$ cat src/sv/tes_pkg.sv
// Package for the tick event scheduler: widths, event bit positions, codes and shared types.
// Used by tes_tick and tick_event_scheduler; depends on nothing.
package tes_pkg;

  // Counter and register widths
  localparam int unsigned COUNT_WIDTH = 16;
  localparam int unsigned REG_WIDTH   = 16;
  localparam int unsigned EV_WIDTH    = 6;
  localparam int unsigned IDX_WIDTH   = 3;

  typedef logic [COUNT_WIDTH-1:0] cnt_t;
  typedef logic [REG_WIDTH-1:0]   reg_t;
  typedef logic [EV_WIDTH-1:0]    ev_t;

  // Event bit positions in the pending word
  localparam int unsigned EV_USB_OUT   = 0;
  localparam int unsigned EV_USB_IN    = 1;
  localparam int unsigned EV_SERVER    = 2;
  localparam int unsigned EV_RADIO     = 3;
  localparam int unsigned EV_HOTSWAP   = 4;
  localparam int unsigned EV_HEARTBEAT = 5;

  // Reset values of the registers
  localparam reg_t HB_PERIOD_RST  = REG_WIDTH'(1000);
  localparam reg_t BLINK_RST      = REG_WIDTH'(200);
  localparam reg_t HS_PERIOD_RST  = REG_WIDTH'(100);
  localparam reg_t USB_PERIOD_RST = REG_WIDTH'(16);
  localparam reg_t PING_START_RST = REG_WIDTH'(0);
  localparam reg_t PING_LIMIT_RST = REG_WIDTH'(16);

  // Item function codes (code 3 does nothing)
  typedef enum logic [1:0] {
    FUNC_TICK  = 2'd0,
    FUNC_CLEAR = 2'd1,
    FUNC_RAISE = 2'd2
  } func_e;

  // Register indexes
  typedef enum logic [IDX_WIDTH-1:0] {
    REG_HB_PERIOD  = 3'd0,
    REG_BLINK      = 3'd1,
    REG_HS_PERIOD  = 3'd2,
    REG_USB_PERIOD = 3'd3,
    REG_PING_START = 3'd4,
    REG_PING_LIMIT = 3'd5
  } reg_idx_e;

  // Counter bank state
  typedef struct packed {
    cnt_t hb;
    cnt_t hs;
    cnt_t usb;
    cnt_t ping;
    cnt_t ping_int;
  } counters_t;

  // Configuration register values
  typedef struct packed {
    reg_t hb_period;
    reg_t blink_point;
    reg_t hs_period;
    reg_t usb_period;
    reg_t ping_start;
    reg_t ping_limit;
  } cfg_t;

  // Result of one tick
  typedef struct packed {
    ev_t  raise;
    logic blink;
  } tick_res_t;

endpackage

$ cat src/sv/tes_tick.sv
// Tick update of the four down-counters: next counter values, raised events, blink pulse.
// Purely combinational; depends on tes_pkg.
module tes_tick (
  input  tes_pkg::counters_t cnt_i,
  input  tes_pkg::cfg_t      cfg_i,
  input  logic               usb_live_i,
  input  logic               queue_empty_i,
  output tes_pkg::counters_t cnt_o,
  output tes_pkg::tick_res_t res_o
);
  import tes_pkg::*;

  cnt_t                 ping_dec, hb_dec, hs_dec, usb_dec;
  logic [COUNT_WIDTH:0] ping_dbl;
  cnt_t                 ping_int_nxt;

  assign ping_dec = cnt_i.ping - COUNT_WIDTH'(1);
  assign hb_dec   = cnt_i.hb - COUNT_WIDTH'(1);
  assign hs_dec   = cnt_i.hs - COUNT_WIDTH'(1);
  assign usb_dec  = cnt_i.usb - COUNT_WIDTH'(1);

  // Doubled ping interval, saturating at all ones
  assign ping_dbl = {cnt_i.ping_int, 1'b0};
  always_comb begin
    ping_int_nxt = cnt_i.ping_int;
    if (cnt_i.ping_int < COUNT_WIDTH'(cfg_i.ping_limit)) begin
      ping_int_nxt = ping_dbl[COUNT_WIDTH] ? '1 : ping_dbl[COUNT_WIDTH-1:0];
    end
  end

  always_comb begin
    cnt_o = cnt_i;
    res_o = '0;

    // Radio ping, runs only while the interval is nonzero
    if (cnt_i.ping_int != '0) begin
      cnt_o.ping = ping_dec;
      if (ping_dec == '0) begin
        res_o.raise[EV_RADIO] = queue_empty_i;
        cnt_o.ping_int        = ping_int_nxt;
        cnt_o.ping            = ping_int_nxt;
      end
    end

    // Heartbeat with blink point
    res_o.blink = (hb_dec == COUNT_WIDTH'(cfg_i.blink_point));
    cnt_o.hb    = hb_dec;
    if (hb_dec == '0) begin
      cnt_o.hb                  = COUNT_WIDTH'(cfg_i.hb_period);
      res_o.raise[EV_HEARTBEAT] = 1'b1;
    end

    // Hot-swap check
    cnt_o.hs = hs_dec;
    if (hs_dec == '0) begin
      cnt_o.hs                = COUNT_WIDTH'(cfg_i.hs_period);
      res_o.raise[EV_HOTSWAP] = 1'b1;
    end

    // USB poll, idle while zero
    if (cnt_i.usb != '0) begin
      cnt_o.usb = usb_dec;
      if (usb_dec == '0) begin
        res_o.raise[EV_USB_IN] = usb_live_i;
        cnt_o.usb              = COUNT_WIDTH'(cfg_i.usb_period);
      end
    end
  end

endmodule

$ cat src/sv/tick_event_scheduler.sv
// Top level of the tick event scheduler: stream ports, state registers, result register.
// Depends on tes_pkg and tes_tick.
//
// Usage: each input word on the s_axis channel is one item. tuser carries the
// function (tick, clear masked events, raise masked events); tdata carries the
// event mask and the two status flags sampled on ticks. Every item gives
// exactly one result word on m_axis: the pending event bits after the item and
// the blink pulse (set only on a tick where the heartbeat count hits the blink
// point).
// The result sits in the output register on the cycle after acceptance.
// Throughput is one item per cycle while m_axis_tready is high, set by the
// single counter-update pass between the state and output registers.
// When the receiver stalls, the result is held and s_axis_tready drops until
// the held word is taken; no word is lost.
// Reset loads the default periods, reloads the counters, clears the pending
// bits and empties the output register. Register writes on cfg_* take effect
// at once and reload the matching counter; write them only while idle.
module tick_event_scheduler (
  input  logic                          clk_i,
  input  logic                          rst_ni,
  // Input stream
  input  logic                          s_axis_tvalid,
  output logic                          s_axis_tready,
  input  logic [7:0]                    s_axis_tdata,  // event_mask[5:0], usb_live, queue_empty
  input  logic [1:0]                    s_axis_tuser,  // func
  // Result stream
  output logic                          m_axis_tvalid,
  input  logic                          m_axis_tready,
  output logic [7:0]                    m_axis_tdata,  // pending[5:0], blink_start, zero
  // Register write port
  input  logic                          cfg_we_i,
  input  logic [tes_pkg::IDX_WIDTH-1:0] cfg_idx_i,
  input  tes_pkg::reg_t                 cfg_data_i
);
  import tes_pkg::*;

  cfg_t      cfg_q;
  counters_t cnt_q, cnt_d, cnt_tick;
  ev_t       pend_q, pend_d;
  tick_res_t tick_res;
  logic      out_valid_q;
  ev_t       out_pend_q;
  logic      out_blink_q;

  func_e     func;
  ev_t       mask;
  logic      s_fire;

  assign func   = func_e'(s_axis_tuser);
  assign mask   = s_axis_tdata[EV_WIDTH-1:0];
  assign s_fire = s_axis_tvalid && s_axis_tready;

  assign s_axis_tready = !out_valid_q || m_axis_tready;

  // Counter update for a tick
  tes_tick u_tick (
    .cnt_i        (cnt_q),
    .cfg_i        (cfg_q),
    .usb_live_i   (s_axis_tdata[6]),
    .queue_empty_i(s_axis_tdata[7]),
    .cnt_o        (cnt_tick),
    .res_o        (tick_res)
  );

  // Next pending word and counters per function
  always_comb begin
    pend_d = pend_q;
    cnt_d  = cnt_q;
    case (func)
      FUNC_TICK: begin
        pend_d = pend_q | tick_res.raise;
        cnt_d  = cnt_tick;
      end
      FUNC_CLEAR: pend_d = pend_q & ~mask;
      FUNC_RAISE: pend_d = pend_q | mask;
      default: pend_d = pend_q;
    endcase
  end

  // Registers, counters and pending bits
  always_ff @(posedge clk_i or negedge rst_ni) begin
    if (!rst_ni) begin
      cfg_q.hb_period   <= HB_PERIOD_RST;
      cfg_q.blink_point <= BLINK_RST;
      cfg_q.hs_period   <= HS_PERIOD_RST;
      cfg_q.usb_period  <= USB_PERIOD_RST;
      cfg_q.ping_start  <= PING_START_RST;
      cfg_q.ping_limit  <= PING_LIMIT_RST;
      cnt_q.hb          <= COUNT_WIDTH'(HB_PERIOD_RST);
      cnt_q.hs          <= COUNT_WIDTH'(HS_PERIOD_RST);
      cnt_q.usb         <= COUNT_WIDTH'(USB_PERIOD_RST);
      cnt_q.ping        <= COUNT_WIDTH'(PING_START_RST);
      cnt_q.ping_int    <= COUNT_WIDTH'(PING_START_RST);
      pend_q            <= '0;
    end else if (cfg_we_i) begin
      case (reg_idx_e'(cfg_idx_i))
        REG_HB_PERIOD: begin
          cfg_q.hb_period <= cfg_data_i;
          cnt_q.hb        <= COUNT_WIDTH'(cfg_data_i);
        end
        REG_BLINK: cfg_q.blink_point <= cfg_data_i;
        REG_HS_PERIOD: begin
          cfg_q.hs_period <= cfg_data_i;
          cnt_q.hs        <= COUNT_WIDTH'(cfg_data_i);
        end
        REG_USB_PERIOD: begin
          cfg_q.usb_period <= cfg_data_i;
          cnt_q.usb        <= COUNT_WIDTH'(cfg_data_i);
        end
        REG_PING_START: begin
          cfg_q.ping_start <= cfg_data_i;
          cnt_q.ping       <= COUNT_WIDTH'(cfg_data_i);
          cnt_q.ping_int   <= COUNT_WIDTH'(cfg_data_i);
        end
        REG_PING_LIMIT: cfg_q.ping_limit <= cfg_data_i;
        default: ;
      endcase
    end else if (s_fire) begin
      cnt_q  <= cnt_d;
      pend_q <= pend_d;
    end
  end

  // Output register
  always_ff @(posedge clk_i or negedge rst_ni) begin
    if (!rst_ni) begin
      out_valid_q <= 1'b0;
    end else if (s_fire) begin
      out_valid_q <= 1'b1;
    end else if (m_axis_tready) begin
      out_valid_q <= 1'b0;
    end
  end

  always_ff @(posedge clk_i) begin
    if (s_fire) begin
      out_pend_q  <= pend_d;
      out_blink_q <= (func == FUNC_TICK) && tick_res.blink;
    end
  end

  assign m_axis_tvalid = out_valid_q;
  assign m_axis_tdata  = {1'b0, out_blink_q, out_pend_q};

  // Pending bits change only when an item is taken
  a_pend_hold: assert property (@(posedge clk_i) disable iff (!rst_ni)
    !s_fire |=> $stable(pend_q))
    else $error("pending bits changed without an accepted item");

  // Counters change only on an item or a register write
  a_cnt_hold: assert property (@(posedge clk_i) disable iff (!rst_ni)
    (!s_fire && !cfg_we_i) |=> $stable(cnt_q))
    else $error("counters changed while idle");

  // Non-tick items never give a blink pulse
  a_blink_tick: assert property (@(posedge clk_i) disable iff (!rst_ni)
    (s_fire && (func != FUNC_TICK)) |=> !out_blink_q)
    else $error("blink pulse on a non-tick item");

  // A nonzero heartbeat period never leaves the counter at zero after a tick
  a_hb_nonzero: assert property (@(posedge clk_i) disable iff (!rst_ni)
    (s_fire && !cfg_we_i && (func == FUNC_TICK) && (COUNT_WIDTH'(cfg_q.hb_period) != '0))
    |=> (cnt_q.hb != '0))
    else $error("heartbeat counter stuck at zero");

  // Result word reflects the pending register after the item
  a_out_pend: assert property (@(posedge clk_i) disable iff (!rst_ni)
    (s_fire && !cfg_we_i) |=> (out_pend_q == pend_q))
    else $error("result pending word differs from pending register");

endmodule
$ cat config.mk
export PLATFORM = sky130hd
export DESIGN_NAME = tick_event_scheduler
export DESIGN_NICKNAME = d
export VERILOG_FILES = /design/src/sv/tes_pkg.sv /design/src/sv/tes_tick.sv /design/src/sv/tick_event_scheduler.sv
export SDC_FILE = /design/constraint.sdc
export NUM_CORES = 1
export LEC_CHECK = 0
export BUFFER_PORTS_ARGS = -buffer_cell sky130_fd_sc_hd__buf_4
export CAP_MARGIN = 20
export CORE_ASPECT_RATIO = 1.1
export CORE_MARGIN = 4
export CORE_UTILIZATION = 40
export DETAILED_ROUTE_END_ITERATION = 10
export HOLD_SLACK_MARGIN = 0.02
export PLACE_DENSITY = 0.67
export SLEW_MARGIN = 0
export SYNTH_ARGS = -nofsm -noshare
export SYNTH_HDL_FRONTEND = slang
export SYNTH_SLANG_ARGS = --single-unit
export TNS_END_PERCENT = 100
$ cat constraint.sdc
create_clock -name clk_i -period 3.9 [get_ports clk_i]
set_clock_uncertainty 0.2 [all_clocks]
set_input_delay 0.195 -clock clk_i [delete_from_list [all_inputs] [get_ports clk_i]]
set_output_delay 0.195 -clock clk_i [all_outputs]
set_load 0.05 [all_outputs]
==> reports/metrics.cfg <==
[status]
status = complete, no violations

[critical_path]
rrSetupSlack_ns = 0.21
r2r_start = cnt_q[64]$_DFFE_PN0P_
worstPathArrival_ns = 3.86
reg2reg_depth = 11
worst-path-buf-inv = 3
r2r-end = pend_q[5]$_DFFE_PN0P_
cpMaxStageDelayCell = dlygate4sd3_1
worstSetupEndpointType = flop
cp_top_family = simple AND/OR/NAND/NOR gates
crit_required_ns = 4.07
worstSetupPathType = reg -> reg
start_kind = flop
crit_fanout = 7
crit_path_end = pend_q[5]$_DFFE_PN0P_
cp_cell_sequence = inv_1 > ha_2 > or4b_1 > or4_1 > xor2_1 > nand3_1 > nor4_2 > buf_4 > o32ai_1 > a21oi_1 > dlygate4sd3_1
critical_path_depth = 11
max_stage_delay_ns = 0.56
critPathLaunch = cnt_q[64]$_DFFE_PN0P_

[sta]
final.setup.worst_slack_ns = 0.2105
post-route-period-util_pct = 94.60
final_hold_viol_count = 0
post-route-min-period_ns = 3.690
slew_viol_final = 0
setup_violations = 0
rsz0062_at_grt = no
fmax_mhz = 271.0
relSlewSlack_pct = 28.54
fin_tns_setup_ns = 0
whs_ns = 0.04678
tightest_slew_ns = 1.068

[detailed_routing]
drt_iter0_markers = 964
firstDrtPassIters = 6
antenna_left = 0
wl_per_cell_um = 20.06
drc_errors = 0
viasPerCell = 5.927
via_count = 9318
routed_wl_mm = 31.53

[synth]
syn-mean-instance-area_um2 = 8.888
syn_area_um2 = 10350
ys_types = 78
yosysTopAreaCell = dfrtp_1
synth_top_cell_area_share_pct = 34.56
synth_cells = 1165
yosys_warnings = 0
synthesis.nets = 1223
synth-main-ff-cell = dfrtp_1
ys_seq_elements = 174
synthArstFlopShare_pct = 95.98
seq_area_frac_synth_pct = 42.68
synth_area_leaders = dfrtp_1, nand2_1, dfstp_2
synth_edf_count = 7

[global_route]
grt_max_degree = 90
grt_pass1_vias = 8919
grt_antenna_before_repair = 0
grt.total_usage_pct = 22.22
gr-total-overflow = 0
grt_pass1_wl_mm = 49.91

[placed_design]
place_inst = 1509
gp_congestion = 0.8989
place_area_um2 = 10980
hpwlAfterDp_mm = 21.96
pre_cts_slack_ns = 0.2910
portBuffers = 42

[cts]
cts_tree = yes
cts_buffer_depth = 2
insertion_delay_ns = 0.43
cts-root-buf = clkbuf_16
numCtsBuffers = 17
htree_levels = 4
clkSlewWorstSetupHoldPaths_ns = 0.07
cts_setup_buffers = 0
cts_sinks = 174

[die]
start_util_pct = 40.74
core_area_um2 = 25420
die_x_um = 161.4
die_h_um = 176.8
rows = 61
dieArea_um2 = 28530
io_pins = 44

[layout]
stdcell_count = 1572
antenna_cells = 0
fin_area_um2 = 11810
final_cell_mix = nand2_1, dfrtp_1, nor2_1
layout-drive-gt1-share_pct = 15.25
nNetsFinal = 1271
fin_util_pct = 46.48
synthToLayoutAreaGrowth_pct = 14.08
final_common_cell = nand2_1

[power]
power.leakage_nw = 5.014
p_per_area_nw_per_um2 = 522.4
irDropWorstVdd_mv = 0.3101
p_total_mw = 6.171

[worst_hold_path]
hold_path_depth = 4
hold_class = in -> reg

[job]
maxCapViolations = 0

Yosys cell counts, drive strengths merged, types with 10 or more instances:
master and number:
xnor2 26, or4 15, inv 37, buf 22, a21o 19, nand3 25
a211oi 23, nand2 197, dfrtp 143, nor4 32, clkbuf 46, mux2 35
o21ai 57, o31ai 21, ha 24, dfstp 24, a31oi 16, nor3 37
a21oi 86, xor2 21, nor2 95, nand4 10
worst min-delay path, cell delays in order:
cell and delay, ns:
buf_4 0.11, nand2b_1 0.15, a21oi_1 0.12, a211oi_1 0.06
what timing repair did:
| item | in CTS | in global routing |
|---|---|---|
| setup endpoints to repair | 0 | 1 |
| hold buffers | 31 | 0 |
| gates resized for setup | 0 | 1 |
| hold endpoints to repair | 174 | 0 |
kinds of logic (layout without fill, tap and decap cells):
group	Yosys count	after routing	synth area share, %
adders and majority gates	24	24	2.900
xor gates and xnor gates	47	47	3.975
AOI/OAI and AO/OA	299	299	19.14
other	1	1	0.03621
and+or+nand+nor	478	478	22.74
buffers and inverters	105	166	4.531
DFF	174	174	42.68
muxes	37	37	4.000
registers in the layout (all words and copies together) (netlist names):
register and cells:
m_axis_tvalid 1, cfg_q 80, cnt_q 80, out_pend_q 6, pend_q 6, out_blink_q 1
per-layer routing:
layer / GRT usage (%) / wire, um / vias to the layer above
met5: 0 / 0 / -
met3: 4.379 / 2291 / 62
met1: 29.75 / 13640 / 4562
met4: 9.527 / 1182 / 0
met2: 35.27 / 14420 / 372
li1: - / - / 4322
power breakdown:
group          switching (mW)  internal [mW]
sequential              0.501           2.24
combinational            1.04          0.809
clock                   0.763          0.817
total                    2.30           3.87
layout make-up:
class | instances | area [um^2]
clock buffers | 19 | 432.9
flip-flops and latches | 174 | 4419
clock inverters | 13 | 88.84
multi-input cells | 886 | 5478
fillers | 2469 | 13600
repair buffers | 97 | 822.0
inverters | 37 | 138.9
well taps | 346 | 432.9
worst min path at each step:
stage                          startpoint               endpoint  slack [ns]
final                     s_axis_tdata[1]  pend_q[1]$_DFFE_PN0P_        0.05
after global routing      s_axis_tdata[1]  pend_q[1]$_DFFE_PN0P_        0.06
after floorplan                    rst_ni   cfg_q[0]$_DFFE_PN0P_       -0.30
after global placement             rst_ni  cnt_q[25]$_DFFE_PN0P_        0.14
after detailed placement           rst_ni  cnt_q[25]$_DFFE_PN0P_        0.15
after CTS                 s_axis_tdata[1]  pend_q[1]$_DFFE_PN0P_        0.03
(Power assumes the default switching activity.)
